`src/hw/rtl/cbc_pkg.sv`:
```
// ----------------------------------------------------------------------------
// cbc_pkg
// Shared types and constants of the cartridge bank controller.
// ----------------------------------------------------------------------------
package cbc_pkg;

    localparam int ADDR_W     = 15;
    localparam int DATA_W     = 8;
    localparam int ROM_BANK_W = 9;
    localparam int RAM_BANK_W = 4;
    localparam int KIND_W     = 2;
    localparam int CFG_IDX_W  = 2;
    localparam int CFG_DATA_W = 9;

    // Mapper kinds
    localparam logic [KIND_W-1:0] KIND_PLAIN       = 2'd0;
    localparam logic [KIND_W-1:0] KIND_MBC1        = 2'd1;
    localparam logic [KIND_W-1:0] KIND_MBC5        = 2'd2;
    localparam logic [KIND_W-1:0] KIND_UNSUPPORTED = 2'd3;

    // Register indexes on the configuration port
    localparam logic [CFG_IDX_W-1:0] REG_MAPPER_KIND   = 2'd0;
    localparam logic [CFG_IDX_W-1:0] REG_ROM_BANK_MASK = 2'd1;
    localparam logic [CFG_IDX_W-1:0] REG_RAM_BANK_MASK = 2'd2;

    // Reset values of the configuration
    localparam logic [KIND_W-1:0]     MAPPER_KIND_RST   = KIND_PLAIN;
    localparam logic [ROM_BANK_W-1:0] ROM_BANK_MASK_RST = 9'd1;
    localparam logic [RAM_BANK_W-1:0] RAM_BANK_MASK_RST = 4'd0;

    // Low nibble that enables external RAM
    localparam logic [3:0] RAM_ENABLE_KEY = 4'hA;

    typedef struct packed {
        logic [KIND_W-1:0]     mapper_kind;
        logic [ROM_BANK_W-1:0] rom_bank_mask;
        logic [RAM_BANK_W-1:0] ram_bank_mask;
    } cfg_t;

    typedef struct packed {
        logic                  ram_enable_flag;
        logic [4:0]            low_bank_field;
        logic [1:0]            high_bank_field;
        logic                  mode_select;
        logic [ROM_BANK_W-1:0] current_rom_bank;
        logic [RAM_BANK_W-1:0] current_ram_bank;
    } bank_state_t;

    localparam bank_state_t BANK_STATE_RST = '{
        ram_enable_flag:  1'b0,
        low_bank_field:   5'd0,
        high_bank_field:  2'd0,
        mode_select:      1'b0,
        current_rom_bank: 9'd1,
        current_ram_bank: 4'd0
    };

endpackage

```
`src/hw/rtl/cartridge_bank_controller_unit.sv`:
```
// ----------------------------------------------------------------------------
// cartridge_bank_controller_unit
// Bank register logic of an MBC1 / MBC5 style game cartridge controller.
// ----------------------------------------------------------------------------
// Usage:
//   Input channel (in_valid / in_stall) carries one CPU write to the
//   cartridge ROM area: write_addr below 0x8000 and write_data.
//   Output channel (out_valid / out_stall) returns one transfer per input
//   transfer: ROM bank, RAM bank and RAM enable after that write.
//   Configuration channel (cfg_valid / cfg_ready, always ready) writes
//   mapper_kind (0), rom_bank_mask (1) and ram_bank_mask (2); write it only
//   while no input transfer is in flight.
// Timing:
//   Two register stages: a write lands in the input register, then the bank
//   update runs and the result register loads as soon as it is free.
//   Throughput is one write per cycle while out_stall stays low.
// Reset (rst_n low, asynchronous): both stages empty, plain ROM kind, ROM
//   bank 1, RAM bank 0, RAM disabled, rom_bank_mask 1, ram_bank_mask 0.
// Stall: while out_stall holds a full result register, the input register
//   keeps its write and in_stall rises once it is full as well.
// ----------------------------------------------------------------------------
module cartridge_bank_controller_unit (
    input  logic                           clk,
    input  logic                           rst_n,
    // write input
    input  logic                           in_valid,
    output logic                           in_stall,
    input  logic [cbc_pkg::ADDR_W-1:0]     write_addr,
    input  logic [cbc_pkg::DATA_W-1:0]     write_data,
    // bank result output
    output logic                           out_valid,
    input  logic                           out_stall,
    output logic [cbc_pkg::ROM_BANK_W-1:0] rom_bank_now,
    output logic [cbc_pkg::RAM_BANK_W-1:0] ram_bank_now,
    output logic                           ram_enabled_now,
    // configuration writes
    input  logic                           cfg_valid,
    output logic                           cfg_ready,
    input  logic [cbc_pkg::CFG_IDX_W-1:0]  cfg_index,
    input  logic [cbc_pkg::CFG_DATA_W-1:0] cfg_data
);
    import cbc_pkg::*;

    cfg_t                  cfg;

    // Input register stage
    logic                  in_valid_reg;
    logic [ADDR_W-1:0]     addr_reg;
    logic [DATA_W-1:0]     data_reg;

    // Bank state, updated as a write moves into the result register
    bank_state_t           state_reg;
    bank_state_t           state_next;

    // Result register stage
    logic                  out_valid_reg;
    logic [ROM_BANK_W-1:0] rom_bank_reg;
    logic [RAM_BANK_W-1:0] ram_bank_reg;
    logic                  ram_en_reg;

    logic                  out_free;
    logic                  advance;
    logic                  in_take;

    cbc_cfg_regs u_cfg_regs (
        .clk       (clk),
        .rst_n     (rst_n),
        .cfg_valid (cfg_valid),
        .cfg_ready (cfg_ready),
        .cfg_index (cfg_index),
        .cfg_data  (cfg_data),
        .cfg       (cfg)
    );

    cbc_bank_logic u_bank_logic (
        .cfg        (cfg),
        .state      (state_reg),
        .write_addr (addr_reg),
        .write_data (data_reg),
        .state_next (state_next)
    );

    // Result register can load when empty or being drained this cycle
    assign out_free = !out_valid_reg || !out_stall;
    assign advance  = in_valid_reg && out_free;
    // Input register can load when empty or moving forward this cycle
    assign in_stall = in_valid_reg && !out_free;
    assign in_take  = in_valid && !in_stall;

    assign out_valid       = out_valid_reg;
    assign rom_bank_now    = rom_bank_reg;
    assign ram_bank_now    = ram_bank_reg;
    assign ram_enabled_now = ram_en_reg;

    // Control state
    always_ff @(posedge clk or negedge rst_n)
    begin
        if (!rst_n)
        begin
            in_valid_reg  <= 1'b0;
            out_valid_reg <= 1'b0;
            state_reg     <= BANK_STATE_RST;
        end
        else
        begin
            if (in_take)
            begin
                in_valid_reg <= 1'b1;
            end
            else if (advance)
            begin
                in_valid_reg <= 1'b0;
            end

            if (advance)
            begin
                out_valid_reg <= 1'b1;
                state_reg     <= state_next;
            end
            else if (!out_stall)
            begin
                out_valid_reg <= 1'b0;
            end
        end
    end

    // Payload registers
    always_ff @(posedge clk)
    begin
        if (in_take)
        begin
            addr_reg <= write_addr;
            data_reg <= write_data;
        end
        if (advance)
        begin
            rom_bank_reg <= state_next.current_rom_bank;
            ram_bank_reg <= state_next.current_ram_bank;
            ram_en_reg   <= state_next.ram_enable_flag;
        end
    end

endmodule

```
`src/hw/rtl/cbc_cfg_regs.sv`:
```
// ----------------------------------------------------------------------------
// cbc_cfg_regs
// Configuration registers: mapper kind and the two bank masks.
// ----------------------------------------------------------------------------
module cbc_cfg_regs (
    input  logic                           clk,
    input  logic                           rst_n,
    input  logic                           cfg_valid,
    output logic                           cfg_ready,
    input  logic [cbc_pkg::CFG_IDX_W-1:0]  cfg_index,
    input  logic [cbc_pkg::CFG_DATA_W-1:0] cfg_data,
    output cbc_pkg::cfg_t                  cfg
);
    import cbc_pkg::*;

    cfg_t cfg_reg;
    cfg_t cfg_next;

    assign cfg_ready = 1'b1;
    assign cfg       = cfg_reg;

    always_comb
    begin
        cfg_next = cfg_reg;
        if (cfg_valid)
        begin
            case (cfg_index)
                REG_MAPPER_KIND:   cfg_next.mapper_kind   = cfg_data[KIND_W-1:0];
                REG_ROM_BANK_MASK: cfg_next.rom_bank_mask = cfg_data[ROM_BANK_W-1:0];
                REG_RAM_BANK_MASK: cfg_next.ram_bank_mask = cfg_data[RAM_BANK_W-1:0];
                default:           cfg_next = cfg_reg;  // unmapped index
            endcase
        end
    end

    always_ff @(posedge clk or negedge rst_n)
    begin
        if (!rst_n)
        begin
            cfg_reg.mapper_kind   <= MAPPER_KIND_RST;
            cfg_reg.rom_bank_mask <= ROM_BANK_MASK_RST;
            cfg_reg.ram_bank_mask <= RAM_BANK_MASK_RST;
        end
        else
        begin
            cfg_reg <= cfg_next;
        end
    end

endmodule

```
`src/hw/rtl/cbc_bank_logic.sv`:
```
// ----------------------------------------------------------------------------
// cbc_bank_logic
// Next bank state for one CPU write, MBC1 and MBC5 decode.
// ----------------------------------------------------------------------------
module cbc_bank_logic (
    input  cbc_pkg::cfg_t                  cfg,
    input  cbc_pkg::bank_state_t           state,
    input  logic [cbc_pkg::ADDR_W-1:0]     write_addr,
    input  logic [cbc_pkg::DATA_W-1:0]     write_data,
    output cbc_pkg::bank_state_t           state_next
);
    import cbc_pkg::*;

    logic                  enable_region;
    logic                  ram_key_hit;
    bank_state_t           mbc1_fields;
    logic [6:0]            mbc1_bank;
    logic [6:0]            mbc1_bank_fixed;

    // 0x0000-0x1FFF is the RAM enable region for both mappers
    assign enable_region = (write_addr[14:13] == 2'b00);
    assign ram_key_hit   = (write_data[3:0] == RAM_ENABLE_KEY);

    // MBC1 field update, then bank recompute from the new fields
    always_comb
    begin
        mbc1_fields = state;
        case (write_addr[14:13])
            2'b01:   mbc1_fields.low_bank_field  = write_data[4:0];
            2'b10:   mbc1_fields.high_bank_field = write_data[1:0];
            2'b11:   mbc1_fields.mode_select     = write_data[0];
            default: mbc1_fields = state;
        endcase
    end

    assign mbc1_bank = mbc1_fields.mode_select
                     ? {2'b00, mbc1_fields.low_bank_field}
                     : {mbc1_fields.high_bank_field, mbc1_fields.low_bank_field};
    assign mbc1_bank_fixed = (mbc1_bank == 7'd0) ? 7'd1 : mbc1_bank;

    always_comb
    begin
        state_next = state;
        case (cfg.mapper_kind)
            KIND_MBC1:
            begin
                if (enable_region)
                begin
                    state_next.ram_enable_flag = ram_key_hit;
                end
                else
                begin
                    state_next = mbc1_fields;
                    state_next.current_rom_bank =
                        {2'b00, mbc1_bank_fixed} & cfg.rom_bank_mask;
                    state_next.current_ram_bank = mbc1_fields.mode_select
                        ? {2'b00, mbc1_fields.high_bank_field} : 4'd0;
                end
            end
            KIND_MBC5:
            begin
                if (enable_region)
                begin
                    state_next.ram_enable_flag = ram_key_hit;
                end
                else if (write_addr[14:12] == 3'b010)
                begin
                    state_next.current_rom_bank =
                        {state.current_rom_bank[8], write_data} & cfg.rom_bank_mask;
                end
                else if (write_addr[14:12] == 3'b011)
                begin
                    state_next.current_rom_bank =
                        {write_data[0], state.current_rom_bank[7:0]} & cfg.rom_bank_mask;
                end
                else if (write_addr[14:13] == 2'b10)
                begin
                    state_next.current_ram_bank = write_data[3:0] & cfg.ram_bank_mask;
                end
            end
            default: state_next = state;  // plain ROM and unsupported kinds
        endcase
    end

endmodule
```
`config.mk`:
```
export PLATFORM = sky130hd
export DESIGN_NAME = cartridge_bank_controller_unit
export DESIGN_NICKNAME = d
export VERILOG_FILES = /design/src/hw/rtl/cbc_pkg.sv /design/src/hw/rtl/cartridge_bank_controller_unit.sv /design/src/hw/rtl/cbc_cfg_regs.sv /design/src/hw/rtl/cbc_bank_logic.sv
export SDC_FILE = /design/constraint.sdc
export NUM_CORES = 1
export LEC_CHECK = 0
export BUFFER_PORTS_ARGS = -buffer_cell sky130_fd_sc_hd__buf_2
export CAP_MARGIN = 15
export CORE_MARGIN = 4
export CORE_UTILIZATION = 59
export DETAILED_ROUTE_END_ITERATION = 8
export PLACE_DENSITY = 0.84
export SLEW_MARGIN = 0
export SYNTH_ARGS = -nofsm -noshare
export SYNTH_HDL_FRONTEND = slang
export SYNTH_SLANG_ARGS = --single-unit
```
`constraint.sdc`:
```
create_clock -name clk -period 4.75 [get_ports clk]
set_input_delay 0.2375 -clock clk [delete_from_list [all_inputs] [get_ports clk]]
set_output_delay 0.2375 -clock clk [all_outputs]
set_load 0.01 [all_outputs]
```
==> reports/summary.log <==
[die] x dimension of the die 79.7 um
[clock_network] CTS Hold Buffers Added 0
[global_routing] first-pass GRT wire length 10600 um
[synth] commonest register cell after synthesis dfrtp_1
[sta] worst hold slack across all endpoints 0.0211 ns
[placed_design] post-DP HPWL 4150 um
[synth] number of distinct standard cells referenced by the synthesized netlist 49
[placed_design] count of input and output buffers 42
[clock_network] number of levels in the clock H-tree 3
[synth] cell taking the most area after synthesis dfrtp_1
[worst_setup_path] Critical Path Start Type register
[power] peak ir drop on the vdd network 0.260 mV
[global_routing] number of global-route vias before repair 2112
[worst_setup_path] critical path's most frequent cell nand2_1
[sta] post-layout worst setup margin 2.33 ns
[worst_hold_path] path category of the worst min-delay check in2async
[worst_setup_path] Worst R2R Path Depth 5
[die] area inside the core boundary 0.00485 mm2
[routing] total detailed-routing wirelength 6100 um
[clock_network] Clk pin slew, worst setup/hold paths 0.07 ns
[synth] ys async rst share 60.9%
[worst_setup_path] cells along the critical path nand2_1 > nand2_1 > inv_1 > nand3_1 > mux2_2
[global_routing] GRT Total Usage 22.1%
[worst_setup_path] Crit path arrival time 2.64 ns
[run] number of maximum-capacitance constraint violations 0
[sta] f_max 0.413 GHz
[cells_and_area] number of inserted filler cells in the final layout 348
[clock_network] TritonCTS clock tree yes
[worst_setup_path] startpoint of the worst-slack reg-to-reg timing path out_valid
[global_routing] Congestion Overflow GR 0
[die] number of primary I/O pins 56
[routing] final routed DRC violation total 0
[synth] Mapped Area 0.00304 mm2
[sta] final cycle utilization of the critical path 50.9%
[worst_setup_path] largest stage delay on the critical path 0.85 ns
[synth] total number of yosys warnings 0
[sta] Setup violations, final 0
[clock_network] root buffer selected by CTS clkbuf_8
[routing] 1st-pass router iterations 5
[die] Vert. Die Dim 79.7 um
[sta] largest clock skew in the final design 0.00569 ns
[cells_and_area] final-stage net count 347
[power] leak pwr 0.00150 uW
[routing] Met1 Wirelength 2660 um
[synth] average footprint of a synthesized cell 11.5 um2
[worst_setup_path] Worst EP required 4.97 ns
[worst_setup_path] category of the worst setup path capture point register
[sta] setup repair after global routing missed its margin false
[clock_network] number of buffers inserted during clock tree synthesis 9
[clock_network] number of gates resized after cts 0
[routing] DR iter-0 viols 264
[worst_setup_path] top fanout value on the critical path 30
[placed_design] weighted congestion at the end of routability-driven global placement 0.877
[clock_network] postcts setup bufs 0
[clock_network] clock tree buffer depth 2
[routing] WL met2 2810 um
[power] power density over the cells 463 mW/mm2
[sta] max_slew headroom 30.4%
[worst_setup_path] capture instance of the worst register-to-register path state_reg[19]
[synth] register bit total from synthesis 64
[synth] top post-synthesis cells by area dfrtp_1 (31%), edfxtp_1 (25%), mux2_2 (10%), nand2_1 (4.5%), a21o_1 (2.0%)
[routing] number of nets with antenna violations after detailed routing 0
[routing] uppermost layer routed met4
[synth] cell count after synthesis 265
[routing] total number of vias 2193
[die] std cell rows 25
[sta] Slew Limit Fails 0
[sta] Hold Violations, Final 0
[clock_network] TritonCTS Sinks 64
[routing] met3 routed WL 505 um
[worst_setup_path] critical-path cell with the highest stage delay inv_1
[synth] cell with the most instances after synthesis dfrtp_1
[synth] most frequent cells after synthesis dfrtp_1 (37), nand2_1 (36), mux2_2 (27), edfxtp_1 (25), nor2_1 (16)
[global_routing] antenna violations before repair 0
[clock_network] later-pin clock latency in the skew report 0.34 ns
[cells_and_area] area grow syn2layout 13.8%
[sta] post-layout min period 2.42 ns
[worst_setup_path] setup slack on the worst flop-to-flop path 2.33 ns
[die] effective utilization at floorplan 62.6%
[global_routing] pin count of the biggest net entering global routing 40
[cells_and_area] antenna cell count 0
[synth] area share of the largest cell type after synthesis 30.5%
[worst_setup_path] crit path kind reg2reg
[cells_and_area] layout cell share with drive strength beyond 1 28.6%
[sta] final-layout setup total negative slack 0 ns
[placed_design] worst slack, placed 2.36 ns
[routing] vias per cell 5.80
[die] area enclosed by the die boundary 0.00636 mm2
[synth] nets in the synthesized netlist 306
[cells_and_area] utilization of the core after routing 71.3%
[cells_and_area] max reg flops 22
[routing] wire length per cell 16.1 um
[sta] transition at the pin with the smallest max-transition slack 1.04 ns
[synth] number of synthesized flops with an enable pin 25
[outcome] run status completed
[synth] fraction of the yosys area taken by sequential cells 57.0%
[cells in the final DEF, fill, tap and decap left out, drive strengths merged, types with 2 or more instances in the layout]
cell and count:
buf 42, o22ai 2, o31ai 4, inv 7, a22o 4, clkbuf 12, a32oi 4, nor3b 2
clkinv 3, a31oi 2, a211oi 2, nor2b 3, nand3b 2, and2 2, edfxtp 25, o41ai 3
nand2 36, nand3 8, a21o 8, nor3 3, ha 2, mux2 27, nor2 16, mux2i 2
dfstp 2, a21oi 10, o21ai 13, nand2b 9, dfrtp 37
[worst max-delay path: cells and delay by family, from the launching register on]
family / cells / cell delay, ns
flip-flops: 1 / 0.39
AND/OR/NAND/NOR: 3 / 0.68
buffers and inverters: 1 / 0.85
multiplexers: 1 / 0.37
[cell type report]
class	count	area (um2)	area share, %
Clock buffer	12	145	4.20
Clock inverter	4	45.0	1.30
Inverter	7	26.3	0.761
Multi-Input combinational cell	182	1210	35.2
Sequential cell	64	1730	50.1
Tap cell	67	83.8	2.43
Timing Repair Buffer	42	210	6.08
[through the flow]
step | cells | cell area, um2 | total power, uW
2_1_floorplan | 265 | 3040 | 1040
3_3_place_gp | 362 | 3260 | 1140
3_5_place_dp | 362 | 3260 | 1150
4_1_cts | 378 | 3450 | 1600
5_1_grt | 378 | 3450 | 1700
6_report | 378 | 3450 | 1600
[power breakdown]
group          internal [uW]  switching [uW]
logic                    168             191
registers                703            82.4
clock network            254             202
total                   1130             475
[logic make-up after synthesis]
group / share of synthesized area (%)
AOI/OAI and AO/OA: 14.6
muxes: 10.7
buffers and inverters: 3.01
adders and majority gates: 0.824
and+or+nand+nor: 13.8
DFF: 57.0
other: 0.124
[metal layers]
layer,vias to the layer above,GRT usage [%]
met5,-,0
li1,1058,-
met2,96,33.1
met4,0,8.76
met3,13,4.74
met1,1026,31.5
[how the worst max path moves through the flow]
stage | startpoint | endpoint | slack [ns] | cells after the start
CTS | out_valid | state_reg[19] | 2.32 | 5
detailed placement | out_valid | state_reg[19] | 2.36 | 5
global route | addr_reg[14] | rom_bank_now[4] | 2.10 | 5
floorplan | u_cfg_regs.cfg[13] | rom_bank_now[5] | 2.97 | 8
finish | out_valid | state_reg[19] | 2.33 | 5
global placement | out_valid | state_reg[18] | 2.37 | 5
Note: power is estimated with default switching activity, not from simulation.
